$ cat config.mk
export PLATFORM = sky130hd
export DESIGN_NAME = sha256_hash_engine
export DESIGN_NICKNAME = d
export VERILOG_FILES = /design/src/rtl/core/sha256_pkg.sv /design/src/rtl/core/sha256_msg.sv /design/src/rtl/core/sha256_round.sv /design/src/rtl/core/sha256_hash_engine.sv
export SDC_FILE = /design/constraint.sdc
export NUM_CORES = 2
export LEC_CHECK = 0
export ABC_CLOCK_PERIOD_IN_PS = 9800
export BUFFER_PORTS_ARGS = -buffer_cell sky130_fd_sc_hd__buf_2
export CORE_ASPECT_RATIO = 0.7
export CORE_MARGIN = 2
export CORE_UTILIZATION = 33
export DETAILED_ROUTE_END_ITERATION = 8
export PLACE_DENSITY = 0.55
export SYNTH_ARGS = -nofsm -noshare
export SYNTH_HDL_FRONTEND = slang
export SYNTH_SLANG_ARGS = --single-unit
$ cat constraint.sdc
create_clock -name clk -period 9.8 [get_ports clk]
set_input_delay 0.49 -clock clk [delete_from_list [all_inputs] [get_ports clk]]
set_output_delay 0.49 -clock clk [all_outputs]
set_load 0.01 [all_outputs]
$ cat src/rtl/core/sha256_pkg.sv
package sha256_pkg;

	// Eight 32-bit hash words, word 0 least significant
	typedef logic [7:0][31:0] word8_t;

	// Sequencer states
	typedef enum logic [3:0] {
		ST_IDLE,
		ST_FEED,
		ST_PAD,
		ST_ZERO,
		ST_LEN,
		ST_LOAD,
		ST_ROUND,
		ST_FOLD,
		ST_OUT
	} state_t;

	// Control from the sequencer to the round unit
	typedef struct packed {
		logic       init;
		logic       load;
		logic       step;
		logic       fold;
		logic [5:0] idx;
	} rnd_ctl_t;

	localparam int BLOCK_BYTES = 64;
	localparam logic [5:0] LEN_POS = 6'd56;
	localparam logic [31:0] PAD_WORD = 32'h8000_0000;

	localparam logic [31:0] H_INIT [8] = '{
		32'h6a09e667, 32'hbb67ae85, 32'h3c6ef372, 32'ha54ff53a,
		32'h510e527f, 32'h9b05688c, 32'h1f83d9ab, 32'h5be0cd19
	};

	localparam logic [31:0] K_TAB [64] = '{
		32'h428a2f98, 32'h71374491, 32'hb5c0fbcf, 32'he9b5dba5,
		32'h3956c25b, 32'h59f111f1, 32'h923f82a4, 32'hab1c5ed5,
		32'hd807aa98, 32'h12835b01, 32'h243185be, 32'h550c7dc3,
		32'h72be5d74, 32'h80deb1fe, 32'h9bdc06a7, 32'hc19bf174,
		32'he49b69c1, 32'hefbe4786, 32'h0fc19dc6, 32'h240ca1cc,
		32'h2de92c6f, 32'h4a7484aa, 32'h5cb0a9dc, 32'h76f988da,
		32'h983e5152, 32'ha831c66d, 32'hb00327c8, 32'hbf597fc7,
		32'hc6e00bf3, 32'hd5a79147, 32'h06ca6351, 32'h14292967,
		32'h27b70a85, 32'h2e1b2138, 32'h4d2c6dfc, 32'h53380d13,
		32'h650a7354, 32'h766a0abb, 32'h81c2c92e, 32'h92722c85,
		32'ha2bfe8a1, 32'ha81a664b, 32'hc24b8b70, 32'hc76c51a3,
		32'hd192e819, 32'hd6990624, 32'hf40e3585, 32'h106aa070,
		32'h19a4c116, 32'h1e376c08, 32'h2748774c, 32'h34b0bcb5,
		32'h391c0cb3, 32'h4ed8aa4a, 32'h5b9cca4f, 32'h682e6ff3,
		32'h748f82ee, 32'h78a5636f, 32'h84c87814, 32'h8cc70208,
		32'h90befffa, 32'ha4506ceb, 32'hbef9a3f7, 32'hc67178f2
	};

	function automatic logic [31:0] rotr(input logic [31:0] x, input int n);
		logic [63:0] dbl;
		dbl = {x, x} >> n;
		return dbl[31:0];
	endfunction

	function automatic logic [31:0] ssig0(input logic [31:0] x);
		return rotr(x, 7) ^ rotr(x, 18) ^ (x >> 3);
	endfunction

	function automatic logic [31:0] ssig1(input logic [31:0] x);
		return rotr(x, 17) ^ rotr(x, 19) ^ (x >> 10);
	endfunction

	function automatic logic [31:0] bsig0(input logic [31:0] x);
		return rotr(x, 2) ^ rotr(x, 13) ^ rotr(x, 22);
	endfunction

	function automatic logic [31:0] bsig1(input logic [31:0] x);
		return rotr(x, 6) ^ rotr(x, 11) ^ rotr(x, 25);
	endfunction

endpackage

$ cat src/rtl/core/sha256_msg.sv
module sha256_msg (
	input  logic        clk,
	input  logic        wr_en,
	input  logic [31:0] wr_data,
	input  logic [2:0]  wr_cnt,
	input  logic [5:0]  wr_pos,
	input  logic        shift,
	output logic [31:0] w
);
	import sha256_pkg::*;

	// Block buffer, byte 0 first; doubles as the rolling schedule window
	logic [7:0] blk_q [BLOCK_BYTES];

	logic [5:0] lane_off [BLOCK_BYTES];
	logic       lane_en  [BLOCK_BYTES];
	logic [7:0] lane_byte [BLOCK_BYTES];
	logic [31:0] w1, w9, w14, w_new;

	// Words of the window at fixed taps
	assign w   = {blk_q[0],  blk_q[1],  blk_q[2],  blk_q[3]};
	assign w1  = {blk_q[4],  blk_q[5],  blk_q[6],  blk_q[7]};
	assign w9  = {blk_q[36], blk_q[37], blk_q[38], blk_q[39]};
	assign w14 = {blk_q[56], blk_q[57], blk_q[58], blk_q[59]};

	// Next schedule word, pushed in at the tail
	assign w_new = ssig1(w14) + w9 + ssig0(w1) + w;

	// Byte lane selection for a write of up to four bytes at wr_pos
	always_comb begin
		for (int j = 0; j < BLOCK_BYTES; j++) begin
			lane_off[j]  = 6'(j) - wr_pos;
			lane_en[j]   = wr_en && (lane_off[j] < {3'b000, wr_cnt});
			lane_byte[j] = wr_data[8 * (3 - int'(lane_off[j][1:0])) +: 8];
		end
	end

	// Buffer update: shift one word per round, else byte writes
	always_ff @(posedge clk) begin
		if (shift) begin
			for (int j = 0; j < BLOCK_BYTES - 4; j++) begin
				blk_q[j] <= blk_q[j + 4];
			end
			blk_q[BLOCK_BYTES - 4] <= w_new[31:24];
			blk_q[BLOCK_BYTES - 3] <= w_new[23:16];
			blk_q[BLOCK_BYTES - 2] <= w_new[15:8];
			blk_q[BLOCK_BYTES - 1] <= w_new[7:0];
		end else begin
			for (int j = 0; j < BLOCK_BYTES; j++) begin
				if (lane_en[j]) begin
					blk_q[j] <= lane_byte[j];
				end
			end
		end
	end

endmodule

$ cat src/rtl/core/sha256_round.sv
module sha256_round (
	input  logic                clk,
	input  logic                arst_n,
	input  sha256_pkg::rnd_ctl_t ctl,
	input  logic [31:0]         w,
	output sha256_pkg::word8_t  hash
);
	import sha256_pkg::*;

	// Working variables a..h and chaining value
	logic [31:0] v_q [8];
	word8_t      h_q;

	logic [31:0] t1, t2, ch, maj;

	// One compression round
	assign ch  = (v_q[4] & v_q[5]) ^ (~v_q[4] & v_q[6]);
	assign maj = (v_q[0] & v_q[1]) ^ (v_q[0] & v_q[2]) ^ (v_q[1] & v_q[2]);
	assign t1  = v_q[7] + bsig1(v_q[4]) + ch + K_TAB[ctl.idx] + w;
	assign t2  = bsig0(v_q[0]) + maj;

	// Working variables
	always_ff @(posedge clk) begin
		if (ctl.load) begin
			for (int i = 0; i < 8; i++) begin
				v_q[i] <= h_q[i];
			end
		end else if (ctl.step) begin
			v_q[7] <= v_q[6];
			v_q[6] <= v_q[5];
			v_q[5] <= v_q[4];
			v_q[4] <= v_q[3] + t1;
			v_q[3] <= v_q[2];
			v_q[2] <= v_q[1];
			v_q[1] <= v_q[0];
			v_q[0] <= t1 + t2;
		end
	end

	// Chaining value: initial constants, then folded per block
	always_ff @(posedge clk or negedge arst_n) begin
		if (!arst_n) begin
			for (int i = 0; i < 8; i++) begin
				h_q[i] <= H_INIT[i];
			end
		end else if (ctl.init) begin
			for (int i = 0; i < 8; i++) begin
				h_q[i] <= H_INIT[i];
			end
		end else if (ctl.fold) begin
			for (int i = 0; i < 8; i++) begin
				h_q[i] <= h_q[i] + v_q[i];
			end
		end
	end

	assign hash = h_q;

endmodule

$ cat src/rtl/core/sha256_hash_engine.sv
// SHA-256 engine for a byte stream carried as big-endian 32-bit items with
// 0 to 4 valid leading bytes (tuser, values above 4 count as 4) and tlast on
// the final item. An item passes through the accept, a step that packs
// its bytes into the block buffer and a step that closes. An item that fills
// the block adds a load, 64 rounds and a fold, and one more write when
// its bytes run past the block edge. The block is hashed by a single round
// unit at one round per cycle. On tlast the engine appends the padding and
// the 64-bit bit length, at up to four bytes per cycle, which may take one
// extra block, then presents the eight digest words in order, index 0 first,
// with tlast on the eighth. The input is not ready from the acceptance of an
// item until its work is done and any digest is taken.
module sha256_hash_engine (
	input  logic        clk,
	input  logic        arst_n,
	input  logic        s_axis_tvalid,
	output logic        s_axis_tready,
	input  logic [31:0] s_axis_tdata,   // [31:0] message_word
	input  logic [2:0]  s_axis_tuser,   // [2:0] bytes_valid
	input  logic        s_axis_tlast,
	output logic        m_axis_tvalid,
	input  logic        m_axis_tready,
	output logic [31:0] m_axis_tdata,   // [31:0] digest_word
	output logic [2:0]  m_axis_tuser,   // [2:0] word_index
	output logic        m_axis_tlast
);
	import sha256_pkg::*;

	state_t      state_q, state_d;
	state_t      ret_q, ret_d;
	logic [31:0] feed_q, feed_d;
	logic [2:0]  left_q, left_d;
	logic        last_q, last_d;
	logic [5:0]  pos_q, pos_d;
	logic [63:0] count_q, count_d;
	logic [5:0]  round_q, round_d;
	logic [2:0]  out_idx_q, out_idx_d;

	logic        wr_en;
	logic [31:0] wr_data;
	logic [2:0]  wr_cnt;
	logic        shift;
	logic [6:0]  room;
	logic [6:0]  gap;
	logic [63:0] bits;
	logic [31:0] w;
	rnd_ctl_t    ctl;
	word8_t      hash;

	assign room = 7'(BLOCK_BYTES) - {1'b0, pos_q};
	assign gap  = (pos_q < LEN_POS) ? {1'b0, LEN_POS - pos_q} : room;
	assign bits = {count_q[60:0], 3'b000};

	// Block buffer and schedule window
	sha256_msg u_msg (
		.clk     (clk),
		.wr_en   (wr_en),
		.wr_data (wr_data),
		.wr_cnt  (wr_cnt),
		.wr_pos  (pos_q),
		.shift   (shift),
		.w       (w)
	);

	// Shared round unit and chaining value
	sha256_round u_round (
		.clk    (clk),
		.arst_n (arst_n),
		.ctl    (ctl),
		.w      (w),
		.hash   (hash)
	);

	// Sequencer registers
	always_ff @(posedge clk or negedge arst_n) begin
		if (!arst_n) begin
			state_q   <= ST_IDLE;
			ret_q     <= ST_IDLE;
			left_q    <= '0;
			last_q    <= 1'b0;
			pos_q     <= '0;
			count_q   <= '0;
			round_q   <= '0;
			out_idx_q <= '0;
		end else begin
			state_q   <= state_d;
			ret_q     <= ret_d;
			left_q    <= left_d;
			last_q    <= last_d;
			pos_q     <= pos_d;
			count_q   <= count_d;
			round_q   <= round_d;
			out_idx_q <= out_idx_d;
		end
	end

	// Item payload
	always_ff @(posedge clk) begin
		feed_q <= feed_d;
	end

	// Next state and controls; a write fills the block when the position wraps
	always_comb begin
		state_d   = state_q;
		ret_d     = ret_q;
		feed_d    = feed_q;
		left_d    = left_q;
		last_d    = last_q;
		pos_d     = pos_q;
		count_d   = count_q;
		round_d   = round_q;
		out_idx_d = out_idx_q;
		wr_en     = 1'b0;
		wr_data   = feed_q;
		wr_cnt    = '0;
		shift     = 1'b0;
		ctl       = '0;
		ctl.idx   = round_q;
		s_axis_tready = 1'b0;
		m_axis_tvalid = 1'b0;

		case (state_q)
			ST_IDLE: begin
				s_axis_tready = 1'b1;
				if (s_axis_tvalid) begin
					feed_d  = s_axis_tdata;
					left_d  = s_axis_tuser[2] ? 3'd4 : s_axis_tuser;
					last_d  = s_axis_tlast;
					state_d = ST_FEED;
				end
			end
			ST_FEED: begin
				if (left_q == '0) begin
					state_d = last_q ? ST_PAD : ST_IDLE;
				end else begin
					wr_cnt  = ({4'b0, left_q} < room) ? left_q : room[2:0];
					wr_en   = 1'b1;
					left_d  = left_q - wr_cnt;
					feed_d  = feed_q << {wr_cnt, 3'b000};
					count_d = count_q + 64'(wr_cnt);
					pos_d   = pos_q + 6'(wr_cnt);
					if (pos_d == '0) begin
						ret_d   = ST_FEED;
						state_d = ST_LOAD;
					end
				end
			end
			ST_PAD: begin
				// Leading one bit of the padding
				wr_en   = 1'b1;
				wr_data = PAD_WORD;
				wr_cnt  = 3'd1;
				pos_d   = pos_q + 6'd1;
				if (pos_d == '0) begin
					ret_d   = ST_ZERO;
					state_d = ST_LOAD;
				end else begin
					state_d = ST_ZERO;
				end
			end
			ST_ZERO: begin
				if (pos_q == LEN_POS) begin
					state_d = ST_LEN;
				end else begin
					wr_en   = 1'b1;
					wr_data = '0;
					wr_cnt  = (gap < 7'd4) ? gap[2:0] : 3'd4;
					pos_d   = pos_q + 6'(wr_cnt);
					if (pos_d == '0) begin
						ret_d   = ST_ZERO;
						state_d = ST_LOAD;
					end
				end
			end
			ST_LEN: begin
				// High length word at byte 56, low word at byte 60
				wr_en   = 1'b1;
				wr_data = pos_q[2] ? bits[31:0] : bits[63:32];
				wr_cnt  = 3'd4;
				pos_d   = pos_q + 6'd4;
				if (pos_d == '0) begin
					ret_d   = ST_OUT;
					state_d = ST_LOAD;
				end
			end
			ST_LOAD: begin
				ctl.load = 1'b1;
				round_d  = '0;
				state_d  = ST_ROUND;
			end
			ST_ROUND: begin
				ctl.step = 1'b1;
				shift    = 1'b1;
				round_d  = round_q + 6'd1;
				if (round_q == 6'(BLOCK_BYTES - 1)) begin
					state_d = ST_FOLD;
				end
			end
			ST_FOLD: begin
				ctl.fold = 1'b1;
				state_d  = ret_q;
			end
			ST_OUT: begin
				m_axis_tvalid = 1'b1;
				if (m_axis_tready) begin
					out_idx_d = out_idx_q + 3'd1;
					if (out_idx_q == 3'd7) begin
						ctl.init = 1'b1;
						count_d  = '0;
						state_d  = ST_IDLE;
					end
				end
			end
			default: begin
				state_d = ST_IDLE;
			end
		endcase
	end

	// Digest output
	assign m_axis_tdata = hash[out_idx_q];
	assign m_axis_tuser = out_idx_q;
	assign m_axis_tlast = (out_idx_q == 3'd7);

	// Input and output sides are never open together
	assert property (@(posedge clk) disable iff (!arst_n)
		!(s_axis_tready && m_axis_tvalid))
	else $error("input ready while digest pending");

	// A fold follows only the round sequence
	assert property (@(posedge clk) disable iff (!arst_n)
		(state_q == ST_FOLD) |-> ($past(state_q) == ST_ROUND && $past(round_q) == 6'd63))
	else $error("fold without 64 rounds");

	// Digest is shown only on a block boundary
	assert property (@(posedge clk) disable iff (!arst_n)
		(state_q == ST_OUT) |-> (pos_q == '0))
	else $error("digest with partial block");

	// Each block starts its rounds from a fresh load
	assert property (@(posedge clk) disable iff (!arst_n)
		$rose(state_q == ST_ROUND) |-> ($past(state_q) == ST_LOAD))
	else $error("rounds entered without load");

endmodule
; ---- Word level (Yosys, flattened, before mapping)
; Memories as Yosys holds them, arrays and structs flattened.
; Index checks and enable logic that the tools add are counted.
[totals]
mem_bits_ro = 2048
wordCells = 835
out_inout_bits = 38
input_bits = 40
n_memories = 3
mem_bits_rw = 768
regBits = 379
[op_classes]
n_reduce_logical = 83
muxes = 330
n_bitwise = 90
eq_ne = 23
n_shift = 65
n_addsub = 155
order_cmp = 69
[memory_table]
columns = memory, words, width, rd, rd_ports_with_merged_regs, wr, line
row1 = (no name shown), 64, 32, 1, 0, 0, sha256_round.sv:19  ; assign t1 = v_q[7] + bsig1(v_q[4]) + ch + K_TAB[ctl.idx] + w;
row2 = u_msg.blk_q, 64, 8, 64, 0, 64, sha256_msg.sv:13  ; logic [7:0] blk_q [BLOCK_BYTES];
row3 = u_round.v_q, 8, 32, 8, 0, 8, sha256_round.sv:11  ; logic [31:0] v_q [8];
[op_table]
columns = op, n
row1 = indexed part select 32 x 32 -> 8 bit, 64
row2 = adder 32 bit, 18
row3 = two-way mux 256 bit, 2
row4 = two-way mux 8 bit, 64
row5 = two-way mux 32 bit, 15
row6 = less-than comparator 6 x 3 -> 1 bit, 64
row7 = bitwise XOR 32 bit, 9
row8 = two-way mux 1 bit, 208
row9 = two-way mux 64 bit, 3
row10 = "subtractor 2 x 2 -> 3 bit, first input constant", 64
row11 = "subtractor 6 bit, first input constant", 32
row12 = bitwise AND 32 bit, 5
row13 = case mux 64 bit (2 select lines), 1
row14 = binary-select mux 32 bit (select 3 bit), 1
row15 = case mux 32 bit (3 select lines), 1
row16 = "subtractor 5 x 6 -> 6 bit, first input constant", 16
row17 = OR 1 bit, 72
row18 = adder 64 x 3 -> 64 bit, 1
row19 = logical AND 1 bit, 64
row20 = case mux 32 bit (2 select lines), 1
row21 = two-way mux 4 bit, 15
row22 = "subtractor 4 x 6 -> 6 bit, first input constant", 8
row23 = case mux 4 bit (9 select lines), 1
row24 = inverter 32 bit, 1
row25 = other kinds (46), 85

; ---- Longest topological paths before layout
[logic_depth]
depth_word = 12
depth_mapped = 38
depth_no_buf = 37

; ---- Modules after synthesis
; From an unflattened synthesis, not the netlist that was laid out.
[unflattened]
cells_unflattened = 8317
hier_area_um2 = 82277.7
[by_module_without_submodules]
columns = module, cells_per_inst, seq_area_each_um2, area_per_inst_um2, n_inst
row1 = sha256_round, 5051, 14263.7, 44198.6, 1
row2 = sha256_msg, 2300, 15374.7, 28343.4, 1
row3 = sha256_hash_engine, 966, 3138.0, 9735.6, 1

; ---- Worst setup path before layout
; OpenSTA, ideal clock, no wires.
[synth_timing]
kind = flip-flop to flip-flop
startpoint = register round_q[0]
endpoint = memory u_round.v_q[0][31], data pin
n_path_buf = 1
required_ns = 9.533
setup_ns = 0.267
arrival_time_ns = 8.505
path_stages_with_launch = 36
setup_slack_ns = 1.028
synth_period_minus_slack_ns = 8.772
cell_sequence = dfrtp_1 -> inv_1 -> ha_1 -> clkbuf_1 -> nor2b_1 -> o311ai_0 -> o31ai_1 -> o21ai_0 -> fa_1 -> fa_1 -> fa_1 -> inv_1 -> ha_1 -> fa_1 -> a211oi_1 -> o21ai_0 -> o22ai_1 -> o31ai_1 -> a211o_1 -> a21o_1 -> a21o_1 -> a21o_1 -> a21oi_1 -> xnor2_1 -> fa_1 -> ha_1 -> nand2_1 -> o21ai_0 -> nor3_1 -> a211oi_1 -> o31ai_1 -> nand2b_1 -> a221o_1 -> a21o_1 -> xnor3_1 -> o21ai_0
[synth_lines]
columns = element, line
row1 = from (decl), sha256_hash_engine.sv:35  ; logic [5:0] round_q, round_d;
row2 = from (signal assigned), sha256_hash_engine.sv:91  ; round_q <= round_d;
row3 = to (decl), sha256_round.sv:11

==> impl_metrics.env <==
export IMPL_status="finished clean"
export IMPL_netlist_top_cell_by_area="edfxtp_1"
export IMPL_synth_seq_cells=1143
export IMPL_required_ns=10.33
export IMPL_grt_pass1_wl_um=421000
export IMPL_cts_buffers=142
export IMPL_maxSlewViolCount=0
export IMPL_drc=0
export IMPL_cp_data_arrival_time_ns=9.78
export IMPL_drtPass1Iterations=6
export IMPL_num_rows=150
export IMPL_dp_hpwl_um=215000
export IMPL_setup_ws_ns=0.546
export IMPL_rsz0062_at_grt="no"
export IMPL_vias=63839
export IMPL_worstSetupPathType="reg2reg"
export IMPL_place_congestion=0.949
export IMPL_yosysUniqueCellTypes=99
export IMPL_nets=8823
export IMPL_clock_path_buffers=4
export IMPL_clock_sinks=1143
export IMPL_period_needed_ns=9.25
export IMPL_fin_crit_sh_pct=94.4
export IMPL_clk_latency_ns=0.84
export IMPL_syn_avg_cell_area_um2=9.88
export IMPL_numPortBuffers=77
export IMPL_syn_nets=8715
export IMPL_clkTransAtPathRegs_ns=0.06
export IMPL_antenna_found_initial=9
export IMPL_syn_inst=8046
export IMPL_yosysTopAreaCellShare_pct=30.2
export IMPL_grt_usage_pct=23.0
export IMPL_synth_edf_count=800
export IMPL_final_setup_skew_ns=0.0995
export IMPL_via_per_inst=5.57
export IMPL_crit_top_cell="fa_1"
export IMPL_ios=78
export IMPL_synth_area_um2=79500
export IMPL_drt_antenna_violating_nets=0
export IMPL_slowest_stage="mux4_2"
export IMPL_cp_end_kind="register"
export IMPL_core_area_um2=239000
export IMPL_worstSetupStartpointType="register"
export IMPL_drv_cap=0
export IMPL_fmaxAchievable_ghz=0.108
export IMPL_die_w_um=591
export IMPL_worst_slew_pin_slew_ns=1.26
export IMPL_die_y_um=415
export IMPL_synthTopCellsByArea="edfxtp_1 30%, ha_1 6.8%, dfrtp_1 6.5%, nand2_1 5.1%, fa_1 5.0%"
export IMPL_overflow=0
export IMPL_hold_class="in2reg"
export IMPL_num_fill_cells=23836
export IMPL_grt_max_degree=185
export IMPL_routed_wl_um=289000
export IMPL_layout_drive_gt1_share_pct=13.3
export IMPL_setup_violations=0
export IMPL_ys_flop_type="edfxtp_1"
export IMPL_clock_root_buffer="clkbuf_16"
export IMPL_tns_ns=0
export IMPL_cts_tree="built"
export IMPL_async_flop_share_pct=30.0
export IMPL_start_util_pct=33.3
export IMPL_area_growth_pct=12.1
export IMPL_grt_pass1_vias=59870
export IMPL_die_area_um2=245000
export IMPL_whs_ns=0.0707
export IMPL_dpl_worst_slack_ns=0.0584
export IMPL_finalHoldViolCount=0
export IMPL_drt_initial_drc_count=7714
export IMPL_multi_input_area_um2=44400
export IMPL_cts_max_level=4
export IMPL_wl_per_cell_um=25.2
export IMPL_worst_path_max_fanout=9
export IMPL_regArea_um2=32800
export IMPL_slew_limit_headroom_pct=15.8
export IMPL_cpPeakStageDelay_ns=0.54
export IMPL_yosysSeqAreaShare_pct=41.2
export IMPL_yosys_warnings=0
-- worst paths after layout --
check | start | to | slack [ns] | depth (start not counted)
setup reg to reg | round_q[1] | u_round.v_q[0][31] | 0.55 | 36
hold reg to reg | ret_q[1] | ret_q[1] | 0.49 | 2
min in group asynchronous | arst_n | u_round.hash[62] | 0.32 | 2
max in group asynchronous | arst_n | u_round.hash[225] | 7.99 | 3
hold / removal | m_axis_tready | m_axis_tuser[0] | 0.07 | 3
setup / recovery | round_q[1] | u_round.v_q[0][31] | 0.55 | 36
-- layout make-up --
class	count	share of cell area, %
clock inverter	48	0.434
timing repair buffer	343	2.95
antenna	2	0.00561
sequential	1143	36.8
multi-input combinational	6232	49.7
clock buffer	201	4.37
tap	3192	4.48
inverter	292	1.24
-- per-layer routing --
| metal | vias up | share of wire (%) | global-route usage, % |
|---|---|---|---|
| met5 | - | 0.0045 | 0 |
| met4 | 2 | 1.5 | 3.69 |
| met3 | 267 | 11 | 6.25 |
| met2 | 2716 | 38 | 29.5 |
| met1 | 31979 | 50 | 37.4 |
| li1 | 28875 | - | - |
-- flip-flops by register name, indices dropped and copies added (netlist names) --
| name | count |
|---|---|
| u_round.hash | 256 |
| count_q | 61 |
| u_msg.blk_q | 512 |
| u_round.v_q | 256 |
| pos_q | 6 |
| m_axis_tuser | 3 |
| last_q | 1 |
| state_q | 4 |
| feed_q | 32 |
| round_q | 6 |
| ret_q | 3 |
| left_q | 3 |
-- worst max-delay path: cells and delay by family, from the launching register on --
family | cells | cell delay, ns
mux | 1 | 0.54
fa+ha+maj | 8 | 3.12
flops | 1 | 0.34
buf+inv | 4 | 0.37
xor+xnor | 2 | 0.39
simple gates | 4 | 0.71
compound gates | 17 | 3.58
-- synthesized netlist by cell type (11+ instances only) --
master    number
mux2i_1      141
ha_1         431
nand4_1       33
a21oi_1      547
o211ai_1      21
nor4_1        12
a221o_1       18
fa_1         198
and2_1        25
o21ai_0      535
or2_2         24
o21a_1        48
inv_1        289
dfrtp_1      207
nand3_1      169
nor3_1       111
a31oi_1       52
buf_1         47
a22o_1        16
clkbuf_1     319
nor2b_1       53
dfstp_2      136
mux2_2       310
a311oi_1      17
mux4_2        67
o21bai_1      48
a211o_1       12
o22ai_1       14
nand3b_1      11
and3_1        52
edfxtp_1     800
nand2b_1      71
xor2_1       255
maj3_1        22
or3_1         47
nand2_1     1088
xnor2_1      420
a21o_1       224
a211oi_1      53
o31ai_1       43
buf_2         11
nor2_1       836
-- logic make-up (layout without fill, tap and decap cells) --
group                      count (synthesis)  after routing  synth area share, %
DFF                                     1143           1143                 41.2
and+or+nand+nor                         2581           2581                 14.0
muxes                                    526            526                 8.18
xor gates and xnor gates                 677            677                 7.48
other                                      0              2                    0
adders and majority gates                651            651                 12.0
buffers and inverters                    671            884                 3.20
AOI/OAI and AO/OA                       1797           1797                 13.9
-- layout by cell type, fill, tap and decap left out, types with 53 or more instances in the layout --
cell type     n
ha_1        429
o21ai_0     528
xnor2_1     420
inv_1       288
nor3_1      111
edfxtp_1    800
a21o_1      224
clkbuf_16   144
dfstp_2     136
mux4_2       67
mux2_2      310
nand3_1     167
nor2b_1      53
mux2i_1     141
nand2b_1     71
a21oi_1     545
buf_4       218
nand2_1    1086
dfrtp_1     200
xor2_1      255
nor2_1      833
buf_2        76
fa_1        198
-- metrics by stage --
stage	instance area (µm²)	std cells	utilization [%]
floorplan	79500	8046	-
global placement	84500	11166	35.3
detailed placement	84500	11166	35.3
CTS	89100	11450	37.3
global route	89200	11451	37.3
finish	89200	11453	37.3
-- timing repair --
| action | 4_1_cts | 5_1_grt |
|---|---|---|
| endpoints found under the hold margin | 80 | 0 |
| endpoints found under the setup margin | 0 | 9 |
| resized for setup | 0 | 11 |
| hold buffers | 35 | 0 |
| buffers inserted | 0 | 0 |
Power is not shown: default switching activity piles up to over one toggle a cycle in this logic, so the estimate is an artifact.
